==> src/hw/rtl/hdst_pkg.sv <==
`timescale 1ns / 1ps
// ----------------------------------------------------------------------------
// hdst_pkg
// Shared types and constants of the HID descriptor size tally.
// ----------------------------------------------------------------------------
package hdst_pkg;

  // Report ID table depth and its index width
  localparam int ID_ENTRIES = 256;
  localparam int IDX_W      = (ID_ENTRIES > 1) ? $clog2(ID_ENTRIES) : 1;

  // Descriptor encoding
  localparam logic [7:0] LONG_PREFIX  = 8'hFE;
  localparam logic [1:0] TYPE_MAIN    = 2'd0;
  localparam logic [1:0] TYPE_GLOBAL  = 2'd1;
  localparam logic [1:0] CODE_FOUR    = 2'd3;
  localparam logic [3:0] TAG_INPUT    = 4'h8;
  localparam logic [3:0] TAG_OUTPUT   = 4'h9;
  localparam logic [3:0] TAG_FEATURE  = 4'hB;
  localparam logic [3:0] TAG_RPT_SIZE = 4'h7;
  localparam logic [3:0] TAG_RPT_ID   = 4'h8;
  localparam logic [3:0] TAG_RPT_CNT  = 4'h9;

  typedef enum logic [1:0] {
    OP_BYTE  = 2'd0,
    OP_START = 2'd1,
    OP_READ  = 2'd2
  } op_e;

  typedef enum logic [1:0] {
    PH_PREFIX    = 2'd0,
    PH_SHORT     = 2'd1,
    PH_LONG_SIZE = 2'd2,
    PH_LONG_SKIP = 2'd3
  } phase_e;

  typedef enum logic [1:0] {
    KIND_INPUT   = 2'd0,
    KIND_OUTPUT  = 2'd1,
    KIND_FEATURE = 2'd2
  } kind_e;

  typedef struct packed {
    logic [1:0] operation;
    logic [7:0] descriptor_byte;
    logic [7:0] query_id;
  } in_t;

  typedef struct packed {
    logic [7:0]  entry_id;
    logic [31:0] in_bit_cnt;
    logic [31:0] out_bit_cnt;
    logic [31:0] feat_bit_cnt;
    logic [28:0] in_byte_cnt;
    logic [28:0] out_byte_cnt;
    logic [28:0] feat_byte_cnt;
    logic        id_seen;
  } out_t;

  // One table entry: the three bit totals of a report ID
  typedef struct packed {
    logic [31:0] in_bits;
    logic [31:0] out_bits;
    logic [31:0] feat_bits;
  } tot_t;

  // Parser view handed to the table stage
  typedef struct packed {
    logic        add;
    kind_e       add_kind;
    logic [7:0]  cur_id;
    logic [31:0] field_size;
    logic [31:0] field_count;
    logic        seen;
  } parse_t;

  // Table request issued with an accepted transfer
  typedef struct packed {
    logic             is_read;
    logic             is_add;
    kind_e            kind;
    logic [IDX_W-1:0] addr;
    logic             in_range;
    logic [7:0]       entry_id;
    logic             seen;
    logic [31:0]      field_size;
    logic [31:0]      field_count;
  } req_t;

  typedef struct packed {
    logic s1_valid;
    logic s1_read;
  } tbl_stat_t;

endpackage

==> src/hw/rtl/hdst_parser.sv <==
`timescale 1ns / 1ps
// ----------------------------------------------------------------------------
// hdst_parser
// Byte-wise item parser; holds Report Size, Report Count, Report ID globals.
// ----------------------------------------------------------------------------
module hdst_parser (
  input  logic            clk_i,
  input  logic            rst_ni,
  input  logic            byte_en_i,
  input  logic            clear_i,
  input  logic [7:0]      byte_i,
  output hdst_pkg::parse_t parse_o
);
  import hdst_pkg::*;

  phase_e      phase_q, phase_d;
  logic [8:0]  left_q, left_d;
  logic [31:0] data_q, data_d;
  logic [5:0]  kind_q, kind_d;
  logic [1:0]  pos_q, pos_d;
  logic [31:0] size_q, size_d;
  logic [31:0] count_q, count_d;
  logic [7:0]  id_q, id_d;
  logic        seen_q, seen_d;
  logic        add;
  kind_e       add_kind;
  logic [31:0] data_new;

  always_ff @(posedge clk_i or negedge rst_ni) begin
    if (!rst_ni) begin
      phase_q <= PH_PREFIX;
      left_q  <= '0;
      data_q  <= '0;
      kind_q  <= '0;
      pos_q   <= '0;
      size_q  <= '0;
      count_q <= '0;
      id_q    <= '0;
      seen_q  <= 1'b0;
    end else begin
      phase_q <= phase_d;
      left_q  <= left_d;
      data_q  <= data_d;
      kind_q  <= kind_d;
      pos_q   <= pos_d;
      size_q  <= size_d;
      count_q <= count_d;
      id_q    <= id_d;
      seen_q  <= seen_d;
    end
  end

  always_comb begin
    phase_d  = phase_q;
    left_d   = left_q;
    data_d   = data_q;
    kind_d   = kind_q;
    pos_d    = pos_q;
    size_d   = size_q;
    count_d  = count_q;
    id_d     = id_q;
    seen_d   = seen_q;
    add      = 1'b0;
    add_kind = KIND_INPUT;
    data_new = data_q | (32'(byte_i) << {pos_q, 3'b000});

    if (clear_i) begin
      phase_d = PH_PREFIX;
      left_d  = '0;
      data_d  = '0;
      kind_d  = '0;
      pos_d   = '0;
      size_d  = '0;
      count_d = '0;
      id_d    = '0;
      seen_d  = 1'b0;
    end else if (byte_en_i) begin
      case (phase_q)
        PH_PREFIX: begin
          if (byte_i == LONG_PREFIX) begin
            phase_d = PH_LONG_SIZE;
          end else begin
            kind_d = byte_i[7:2];
            data_d = '0;
            pos_d  = '0;
            // globals restart from zero at their prefix
            if (byte_i[3:2] == TYPE_GLOBAL) begin
              case (byte_i[7:4])
                TAG_RPT_SIZE: size_d = '0;
                TAG_RPT_CNT:  count_d = '0;
                TAG_RPT_ID: begin
                  id_d   = '0;
                  seen_d = 1'b1;
                end
                default: ;
              endcase
            end
            // main items count at the prefix
            if (byte_i[3:2] == TYPE_MAIN) begin
              case (byte_i[7:4])
                TAG_INPUT: begin
                  add      = 1'b1;
                  add_kind = KIND_INPUT;
                end
                TAG_OUTPUT: begin
                  add      = 1'b1;
                  add_kind = KIND_OUTPUT;
                end
                TAG_FEATURE: begin
                  add      = 1'b1;
                  add_kind = KIND_FEATURE;
                end
                default: ;
              endcase
            end
            left_d  = (byte_i[1:0] == CODE_FOUR) ? 9'd4 : 9'(byte_i[1:0]);
            phase_d = (byte_i[1:0] != 2'd0) ? PH_SHORT : PH_PREFIX;
          end
        end
        PH_SHORT: begin
          data_d = data_new;
          pos_d  = pos_q + 2'd1;
          if (kind_q[1:0] == TYPE_GLOBAL) begin
            case (kind_q[5:2])
              TAG_RPT_SIZE: size_d = data_new;
              TAG_RPT_CNT:  count_d = data_new;
              TAG_RPT_ID:   id_d = data_new[7:0];
              default: ;
            endcase
          end
          left_d = left_q - 9'd1;
          if (left_q == 9'd1) begin
            phase_d = PH_PREFIX;
          end
        end
        PH_LONG_SIZE: begin
          // data bytes plus the tag byte
          left_d  = 9'(byte_i) + 9'd1;
          phase_d = PH_LONG_SKIP;
        end
        PH_LONG_SKIP: begin
          if (left_q != 9'd0) begin
            left_d = left_q - 9'd1;
          end
          if (left_q <= 9'd1) begin
            phase_d = PH_PREFIX;
          end
        end
        default: phase_d = PH_PREFIX;
      endcase
    end
  end

  assign parse_o.add         = add;
  assign parse_o.add_kind    = add_kind;
  assign parse_o.cur_id      = id_q;
  assign parse_o.field_size  = size_q;
  assign parse_o.field_count = count_q;
  assign parse_o.seen        = seen_q;

endmodule

==> config.mk <==
export PLATFORM = sky130hd
export DESIGN_NAME = hdst_parser
export DESIGN_NICKNAME = d
export VERILOG_FILES = /design/src/hw/rtl/hdst_pkg.sv /design/src/hw/rtl/hdst_parser.sv
export SDC_FILE = /design/constraint.sdc
export NUM_CORES = 1
export LEC_CHECK = 0
export BUFFER_PORTS_ARGS = -buffer_cell sky130_fd_sc_hd__buf_2
export CAP_MARGIN = 0
export CELL_PAD_IN_SITES_DETAIL_PLACEMENT = 0
export CELL_PAD_IN_SITES_GLOBAL_PLACEMENT = 2
export CORE_MARGIN = 2
export CORE_UTILIZATION = 35
export CTS_CLUSTER_SIZE = 10
export DETAILED_ROUTE_END_ITERATION = 10
export PLACE_DENSITY_LB_ADDON = 0.2
export REMOVE_ABC_BUFFERS = 1
export SYNTH_ARGS = -nofsm -noshare
export SYNTH_HDL_FRONTEND = slang
export SYNTH_SLANG_ARGS = --single-unit
export TNS_END_PERCENT = 100
==> constraint.sdc <==
create_clock -name clk_i -period 2.1 [get_ports clk_i]
set_input_delay 0.42 -clock clk_i [delete_from_list [all_inputs] [get_ports clk_i]]
set_output_delay 0.42 -clock clk_i [all_outputs]
set_load 0.02 [all_outputs]
; ---- After elaboration in Yosys (flattened, before gate mapping)
; Index checks and enable logic that the tools add are counted.
[word_totals]
ff_bits = 124
elab_cells = 128
[op_classes]
n_addsub = 3
order_cmp = 1
n_eq_ne = 28
n_shift = 1
mux = 67
bitwise_logic = 1
n_reduce_logical = 18
[op_table]
columns = op, count
row1 = $mux 32, 17
row2 = $pmux 32 s2, 3
row3 = $mux 8, 7
row4 = $mux 9, 4
row5 = $pmux 9 s4, 1
row6 = $or 32x32->32, 1
row7 = $shl 8x5->32, 1
row8 = $mux 2, 13
row9 = $mux 6, 4
row10 = $reduce_and 7->1, 3
row11 = $eq 4x4->1 const B, 5
row12 = $ne 3x2->1 const B, 6
row13 = $ne 3x3->1 const B, 6
row14 = $pmux 8 s2, 1
row15 = $mux 1, 13
row16 = $reduce_and 3->1, 4
row17 = $reduce_bool 2->1, 5
row18 = $add 8x1->9 const B, 1
row19 = $eq 9x1->1 const B, 1
row20 = $le 9x1->1 const B, 1
row21 = $reduce_bool 9->1, 1
row22 = $sub 9x1->9 const B, 1
row23 = $eq 4x3->1 const B, 2
row24 = $eq 8x8->1 const B, 1
row25 = other kinds (11), 17

; ---- Logic depth before layout (Yosys ltp)
; Gate-level depths: netlist of the first run.
[logic_depth]
word_depth = 8
depth_mapped = 8
ltp_nobuf = 7

; ---- Least setup slack after synthesis of the first run
; OpenSTA, ideal clock, no wires.
[synth_timing]
path_type = input -> output
start = input port clear_i
end = output port parse_o[73] in the netlist's numbering
t_arrival_ns = 1.737
setup_slack_ns = -0.057
stages = 5
path_buffers = 1
cell_sequence = buf_2 -> nor3_1 -> nand2_1 -> nor4_1 -> nor3b_1
[synth_lines]
columns = item, line
row1 = from (decl), hdst_parser.sv:10  ; input logic clear_i,
row2 = to (decl), hdst_parser.sv:12  ; output hdst_pkg::parse_t parse_o

==> flow_summary.json, run 1 <==
{
  "outcome": "finished, violations left",
  "violations": "negative setup slack",
  "fillers": 1564,
  "firstDrtPassIters": 4,
  "rsz0062_at_grt": "true",
  "avgSynthCellArea_um2": 9.327,
  "yosysSeqAreaShare_pct": 54.81,
  "num_rows": 46,
  "cp_max_fo": 3,
  "skew_ns": 0.008142,
  "dp_hpwl_um": 10850,
  "hold-worst-slack_ns": 0.04277,
  "die_width_um": 131.2,
  "ys_warn_count": 0,
  "place_area_mm2": 0.006614,
  "yosysTopAreaCell": "dfrtp_1",
  "cts_buffers": 17,
  "htree_levels": 4,
  "total_power_mw": 6.305,
  "syn_area_mm2": 0.005662,
  "synthTopCellsByArea": "dfrtp_1, o21ai_0, nand2_1, a21o_1, clkbuf_1",
  "hold_viol": 0,
  "drt_iter0_markers": 236,
  "synth_flop_cell": "dfrtp_1",
  "core_mm2": 0.01583,
  "ctsHoldBuffers": 0,
  "critical_path_required_ns": 1.68,
  "setup_viol": 3,
  "reg2reg_to": "left_q[7]",
  "io_pins": 88,
  "dp_slack_ns": -0.02001,
  "n_antenna_cell": 0,
  "ys_seq_elements": 124,
  "cts_root_buf": "clkbuf_16",
  "ir_drop_mv": 0.6056,
  "r2r_cells": 6,
  "die_area_mm2": 0.01721,
  "async_reset_ff_share_pct": 100.0,
  "dp_cells": 911,
  "worst_slew_pin_slew_ns": 0.6730,
  "fin_area_mm2": 0.007286,
  "start_util_pct": 35.77,
  "postLayoutCoreUtil_pct": 46.03,
  "overflow": 0,
  "arrival_ns": 1.80,
  "wl_per_cell_um": 16.59,
  "synth_cells": 607,
  "fin_tns_setup_ns": -0.2589,
  "reg2reg_slack_ns": 0.07,
  "synthDistinctLibCells": 52,
  "post-route-min-period_ns": 2.223,
  "tritoncts": "done",
  "layout.nets": 734,
  "setup_ws_ns": -0.1231,
  "multi_input_area_mm2": 0.002355,
  "dieHeight_um": 131.2,
  "holdCritPathClass": "in2async",
  "synth_edf_count": 0,
  "seq_area_mm2": 0.003103,
  "power_density_mw_per_mm2": 865.3,
  "timing.fmax_mhz": 449.8,
  "cp-end-kind": "output port",
  "clock_path_buffers": 2,
  "gp_congestion": 0.8414,
  "leakagePower_nw": 3.678,
  "cts.clk_slew.worst_paths_ns": 0.05,
  "via_per_inst": 4.994,
  "drcViolationCount": 0,
  "max_slew_margin_pct": 55.13,
  "final_max_slew_viol_count": 0,
  "crit_path_start_kind": "register",
  "syn_to_final_growth_pct": 28.69,
  "grt_max_degree": 65,
  "port_buffers": 87,
  "cts.sinks": 124,
  "vias": 4714,
  "maxCapViolCount": 0,
  "crit_type": "reg2out",
  "layout-drive-gt1-share_pct": 24.45,
  "grt_pass1_vias": 4853,
  "wirelength_um": 15660,
  "rr_startpoint": "left_q[5]",
  "fin_cells": 944,
  "antenna_found_initial": 0,
  "clk_latency_ns": 0.42,
  "fin_crit_sh_pct": 105.9,
  "synth_top_area_share_pct": 54.81,
  "grt_pass1_wl_um": 26120,
  "grtUsageTotal_pct": 19.08,
  "ant_nets": 0
}
[sequential cells by signal, summed over array words and instances (netlist names)]
register,count
count_q,32
size_q,32
id_q,8
seen_q,1
pos_q,2
left_q,9
phase_q,2
kind_q,6
data_q,32
[per-layer routing]
| metal | global-route usage [%] | vias up | wire length (µm) |
|---|---|---|---|
| li1 | - | 2300 | - |
| met1 | 25.21 | 2314 | 7278 |
| met2 | 31.20 | 79 | 7685 |
| met3 | 3.935 | 21 | 446 |
| met4 | 6.824 | 0 | 252 |
| met5 | 0 | - | 0 |
[kinds of logic after synthesis]
| group | synth area share [%] |
|---|---|
| compound gates | 18.78 |
| xor+xnor | 1.237 |
| fa+ha+maj | 1.326 |
| buf+inv | 4.552 |
| flops | 54.81 |
| mux | 1.613 |
| simple gates | 17.68 |
[layout by cell type, fill, tap and decap left out, types with 3 or more instances in the layout]
cell        netlist  layout
clkbuf_16         0      17
nand3_1           4       4
a21o_1           25      25
a22oi_1           3       3
or3_1             4       4
mux2i_1           8       8
a31oi_1           3       3
a21oi_1          12      12
xor2_1            4       4
buf_4             3      40
nor3_1           14      12
dfrtp_1         124     124
buf_6             2       4
buf_2             2      83
nand2_1         137     137
o21ai_1           6       6
xnor2_1           4       4
bufinv_16         0       3
clkinvlp_4        0       4
nor2b_1           4       4
nand2b_1          3       3
clkbuf_8          0       3
nand4b_1          3       3
and3_1           13      13
o21ai_0         117     117
inv_1            18      18
buf_12            0       6
ha_1              6       6
nor3b_1           4       3
nor2_1           16      16
[worst max path at each step]
stage,slack (ns),from,cells past startpoint,endpoint
3_5_place_dp,-0.02,clear_i,7,parse_o[73]
4_1_cts,-0.12,phase_q[1],6,parse_o[73]
5_1_grt,-0.19,phase_q[1],6,parse_o[73]
3_3_place_gp,-0.02,clear_i,7,parse_o[75]
6_report,-0.12,phase_q[1],6,parse_o[73]
2_1_floorplan,-0.88,phase_q[0],4,count_q[31]
[layout make-up]
class | instances | area share (%)
clock buffers | 21 | 6.457
clock inverters | 10 | 1.906
inverters | 18 | 0.9274
multi-input cells | 422 | 32.32
flip-flops and latches | 124 | 42.59
well taps | 216 | 3.709
repair buffers | 133 | 12.09
[worst max-delay path, cell delays in order (launching register included)]
cell	delay, ns
dfrtp_1	0.40
nor3_2	0.20
nand2_1	0.13
nor4_2	0.16
buf_4	0.16
nor3b_2	0.17
buf_4	0.17
[power breakdown]
part	switching [mW]	leakage, nW	internal [mW]
sequential	0.0546	1.72	2.46
clock	1.08	0.288	1.95
combinational	0.486	1.67	0.272
total	1.62	3.68	4.69
[timing repair]
action                                  CTS  global route
endpoints found under the setup margin    3             4
gates resized for setup                   9             4
setup buffers                             1             1
[cells in the mapped netlist, drive strengths merged (5+ instances only)]
library cell / count
a21o: 25
a21oi: 12
and3: 13
buf: 8
clkbuf: 35
dfrtp: 124
ha: 6
inv: 18
mux2i: 8
nand2: 137
nor2: 17
nor3: 14
nor3b: 5
o21ai: 123
(Power assumes the default switching activity.)
==> run 2: changes to the inputs <==
--- a/config.mk
+++ b/config.mk
@@ -15,6 +15,7 @@
 export DETAILED_ROUTE_END_ITERATION = 10
 export PLACE_DENSITY_LB_ADDON = 0.2
 export REMOVE_ABC_BUFFERS = 1
+export SETUP_SLACK_MARGIN = 0.4
 export SYNTH_ARGS = -nofsm -noshare
 export SYNTH_HDL_FRONTEND = slang
 export SYNTH_SLANG_ARGS = --single-unit
==> flow_summary.json, run 2 (same netlist as run 1, synthesis figures left out) <==
{
  "n_antenna_cell": 0,
  "crit_type": "reg2out",
  "holdCritPathClass": "in2async",
  "clock_path_buffers": 2,
  "core_mm2": 0.01583,
  "io_pins": 88,
  "outcome": "finished, violations left",
  "dieHeight_um": 131.2,
  "met2_length_um": 9707,
  "worst_path_dominant_cell_family": "simple AND/OR/NAND/NOR gates",
  "grt_max_degree": 65,
  "crit_path_start": "phase_q[1]",
  "tritoncts": "done",
  "num_rows": 46,
  "syn_to_final_growth_pct": 63.18,
  "drt_iter0_markers": 288,
  "fin_tns_setup_ns": -0.2439,
  "cp_max_fo": 3,
  "fillers": 1340,
  "grtUsageTotal_pct": 20.42,
  "leakagePower_nw": 4.566,
  "drt-met1-wl_um": 8469,
  "maxCapViolCount": 0,
  "seq_area_mm2": 0.003105,
  "post-route-min-period_ns": 2.208,
  "antenna_found_initial": 0,
  "grt_pass1_vias": 5085,
  "power_density_mw_per_mm2": 750.1,
  "crit_path_start_kind": "register",
  "timing.fmax_mhz": 452.8,
  "hold_viol": 0,
  "crit_top_cell": "buf_4",
  "multi_input_area_mm2": 0.003447,
  "die_width_um": 131.2,
  "worst_slew_pin_slew_ns": 0.6993,
  "cpPeakStageDelay_ns": 0.40,
  "path_buf_inv": 2,
  "via_per_inst": 5.276,
  "fin_crit_sh_pct": 105.2,
  "layout_commonest_cell": "dfrtp_1",
  "final_cell_mix": "dfrtp_1, buf_2, o21ai_2",
  "worst_path_max_delay_cell": "dfrtp_1",
  "cts.clk_slew.worst_paths_ns": 0.06,
  "worstPathCellList": "nor3_2 > nand2_1 > nor4_2 > buf_4 > nor3b_2 > buf_4",
  "rr_startpoint": "phase_q[0]",
  "ir_drop_mv": 0.6276,
  "arrival_ns": 1.79,
  "top_layer": "met4",
  "overflow": 0,
  "layout.nets": 778,
  "setup_ws_ns": -0.1084,
  "firstDrtPassIters": 4,
  "wl_met3_um": 732,
  "max_slew_margin_pct": 53.38,
  "grt_pass1_wl_um": 27730,
  "htree_levels": 4,
  "port_buffers": 87,
  "violations": "negative setup slack",
  "start_util_pct": 35.77,
  "cts_buffers": 17,
  "skew_ns": 0.008360,
  "cp-end-kind": "output port",
  "die_area_mm2": 0.01721,
  "rsz0062_at_grt": "true",
  "wl_per_cell_um": 19.40,
  "cts.sinks": 124,
  "critical_path_required_ns": 1.68,
  "ant_nets": 0,
  "setup_viol": 4,
  "gp_congestion": 0.8414,
  "clk_latency_ns": 0.42,
  "layout-drive-gt1-share_pct": 50.91,
  "final_max_slew_viol_count": 0,
  "top_regs": "count_q: 32 flops, data_q: 32 flops, size_q: 32 flops",
  "vias": 5213,
  "dp_slack_ns": -0.02001,
  "wirelength_um": 19170,
  "reg2reg_slack_ns": 0,
  "drcViolationCount": 0,
  "cts_root_buf": "clkbuf_16",
  "ctsHoldBuffers": 0,
  "dp_hpwl_um": 10850
}
==> run 2: final timing paths <==
check,end,depth (start not counted)
min in group clk_i,kind_q[5],3
max reg2reg,count_q[15],11
min,count_q[27],1
max in group asynchronous,size_q[11],2
max,parse_o[73],6
min reg2reg,data_q[4],2
==> run 2: layout make-up <==
class	count	area share [%]
inverters	18	0.8667
clock buffers	21	5.092
clock inverters	10	1.503
well taps	216	2.925
multi-input cells	422	37.31
flip-flops and latches	124	33.61
repair buffers	177	18.69
==> run 2: stage by stage <==
stage	power (mW)	util [%]	instance area (µm²)	hold slack, ns	instances
after floorplan	2.916	-	5472	0.1244	564
after global placement	3.306	41.79	6614	0.4588	911
after detailed placement	3.315	41.79	6614	0.4657	911
after CTS	6.624	49.81	7884	0.06269	962
after global routing	7.188	58.37	9239	0.08795	988
final	6.930	58.37	9239	0.04857	988
==> run 2: per-layer routing <==
layer,vias to the layer above,track usage (%)
li1,2417,-
met1,2659,27.07
met2,111,33.60
met3,26,4.012
met4,0,6.944
met5,-,0
==> run 2: power breakdown <==
group | internal, mW | switching (mW) | leakage, nW
clock network | 1.95 | 1.09 | 0.288
logic | 0.596 | 0.758 | 2.56
registers | 2.46 | 0.0718 | 1.72
total | 5.01 | 1.92 | 4.57
==> run 2: timing repair <==
item | in CTS | in global routing
cloned | 6 | 12
pin swaps | 3 | 92
buffers inserted | 14 | 14
resized for setup | 174 | 254
setup endpoints to repair | 100 | 119
==> run 2: worst reg2reg max path: stages, from the launching register on <==
cell	delay (ns)
dfrtp_1	0.41
buf_6	0.13
buf_6	0.11
or3b_4	0.36
o211ai_1	0.13
buf_4	0.18
buf_6	0.10
o211ai_4	0.09
buf_12	0.18
clkbuf_16	0.19
nand2_2	0.06
o21ai_1	0.06
==> run 3: changes to the inputs <==
--- a/config.mk
+++ b/config.mk
@@ -10,7 +10,7 @@
 export CELL_PAD_IN_SITES_DETAIL_PLACEMENT = 0
 export CELL_PAD_IN_SITES_GLOBAL_PLACEMENT = 2
 export CORE_MARGIN = 2
-export CORE_UTILIZATION = 35
+export CORE_UTILIZATION = 38
 export CTS_CLUSTER_SIZE = 10
 export DETAILED_ROUTE_END_ITERATION = 10
 export PLACE_DENSITY_LB_ADDON = 0.2
==> constraint.sdc (replaced) <==
create_clock -name clk_i -period 2.6 [get_ports clk_i]
set_input_delay 0.52 -clock clk_i [delete_from_list [all_inputs] [get_ports clk_i]]
set_output_delay 0.52 -clock clk_i [all_outputs]
set_load 0.02 [all_outputs]
==> flow_summary.json, run 3 (same netlist as run 1, synthesis figures left out) <==
{
  "worst_slew_pin_slew_ns": 0.8059,
  "layout_commonest_cell": "nand2_1",
  "ctsHoldBuffers": 0,
  "total_power_mw": 5.052,
  "syn_to_final_growth_pct": 24.97,
  "arrival_ns": 1.75,
  "vias": 4562,
  "cts.sinks": 124,
  "io_pins": 88,
  "num_rows": 44,
  "place_area_mm2": 0.006399,
  "n_antenna_cell": 0,
  "hold-worst-slack_ns": 0.09779,
  "timing.fmax_mhz": 440.6,
  "layout-drive-gt1-share_pct": 22.74,
  "cts.clk_slew.worst_paths_ns": 0.06,
  "clk_latency_ns": 0.43,
  "die_width_um": 126.1,
  "cp_max_fo": 3,
  "grt_max_degree": 65,
  "port_buffers": 87,
  "intPower_mw": 3.746,
  "post-route-min-period_ns": 2.270,
  "skew_ns": 0.01674,
  "cp-end-kind": "output port",
  "leakagePower_nw": 3.575,
  "cts_buffers": 17,
  "maxCapViolCount": 0,
  "grtUsageTotal_pct": 19.11,
  "p_clk_share_pct": 48.5,
  "dieHeight_um": 126.1,
  "final_cell_mix": "nand2_1, dfrtp_1, o21ai_0",
  "gp_congestion": 0.8089,
  "max_slew_margin_pct": 45.78,
  "holdCritPathClass": "in2async",
  "ant_nets": 0,
  "power_density_mw_per_mm2": 714.1,
  "start_util_pct": 38.95,
  "clock_path_buffers": 2,
  "dp_hpwl_um": 10010,
  "p_comb_share_pct": 11.2,
  "cts_root_buf": "clkbuf_16",
  "grt_pass1_vias": 4411,
  "grt_pass1_wl_um": 23720,
  "via_per_inst": 5.114,
  "outcome": "completed",
  "htree_levels": 4,
  "drt_iter0_markers": 233,
  "layout.nets": 713,
  "fin_area_mm2": 0.007076,
  "fin_crit_sh_pct": 87.29,
  "tritoncts": "done",
  "ir_drop_mv": 0.5120,
  "p_seq_share_pct": 40.3,
  "drcViolationCount": 0,
  "critical_path_required_ns": 2.08,
  "top_regs": "count_q: 32 flops, data_q: 32 flops, size_q: 32 flops",
  "overflow": 0,
  "final_max_slew_viol_count": 0,
  "wirelength_um": 14600,
  "wl_per_cell_um": 16.37,
  "core_mm2": 0.01453,
  "hold_viol": 0,
  "p_sw_share_pct": 25.86,
  "crit_type": "reg2out",
  "setup_viol": 0,
  "rsz0062_at_grt": "true",
  "die_area_mm2": 0.01589,
  "firstDrtPassIters": 4,
  "antenna_found_initial": 0,
  "p_sw_mw": 1.306,
  "crit_path_start_kind": "register"
}
## run 3: final timing paths
kind / to / slack (ns) / cells after the start / startpoint
worst min-delay path: size_q[26] / 0.1 / 1 / rst_ni
worst max-delay path: parse_o[74] / 0.33 / 6 / phase_q[1]
worst min register to register: size_q[31] / 0.47 / 2 / size_q[31]
min in group clk_i: size_q[31] / 0.47 / 2 / size_q[31]
max in group asynchronous: size_q[2] / 1.69 / 2 / rst_ni
worst max register to register: size_q[25] / 0.54 / 8 / phase_q[0]
## run 3: cell type report
type	count	area, µm²
Clock buffer	20	456.7
Clock inverter	12	160.2
Fill cell	1382	7458
Inverter	18	67.56
Multi-Input combinational cell	422	2371
Sequential cell	124	3103
Tap cell	184	230.2
Timing Repair Buffer	112	686.9
## run 3: worst max-delay path, stage by stage, from the launching register on
cell     delay [ns]
dfrtp_1        0.41
nor3_4         0.21
nand2_1        0.09
nor4_2         0.15
buf_4          0.17
and3_4         0.20
buf_6          0.11
## run 3: timing repair
| item | in CTS | in global routing |
|---|---|---|
| buffers inserted | 1 | 0 |
| cloned | 0 | 0 |
| gates resized for setup | 9 | 5 |
| pin swaps | 1 | 1 |
| endpoints found under the hold margin | 0 | 0 |
| setup endpoints to repair | 3 | 7 |
## run 3: metal layers
| metal | vias up | part of all wire, % | GRT usage [%] |
|---|---|---|---|
| met2 | 101 | 48 | 30.36 |
| met4 | 0 | 0.71 | 4.913 |
| met5 | - | 0 | 0 |
| li1 | 2247 | - | - |
| met1 | 2206 | 46 | 26.05 |
| met3 | 8 | 4.8 | 5.225 |
## run 3: power groups by stage
stage          logic, mW  clock network [mW]  registers, mW
4_1_cts            0.569                2.51           2.04
2_1_floorplan      0.251                   0           2.10
6_report           0.565                2.45           2.04
5_1_grt            0.627                2.59           2.04
3_5_place_dp       0.564                   0           2.07
3_3_place_gp       0.558                   0           2.07
## run 3: through the flow
step	TNS (ns)	utilization (%)	cells	setup WS, ns
CTS	0	48.55	892	0.2582
floorplan	-23.22	-	564	-0.3796
detailed placement	0	44.03	859	0.2077
global placement	0	44.03	859	0.2038
finish	0	48.68	892	0.3304
global route	0	48.68	892	0.2258
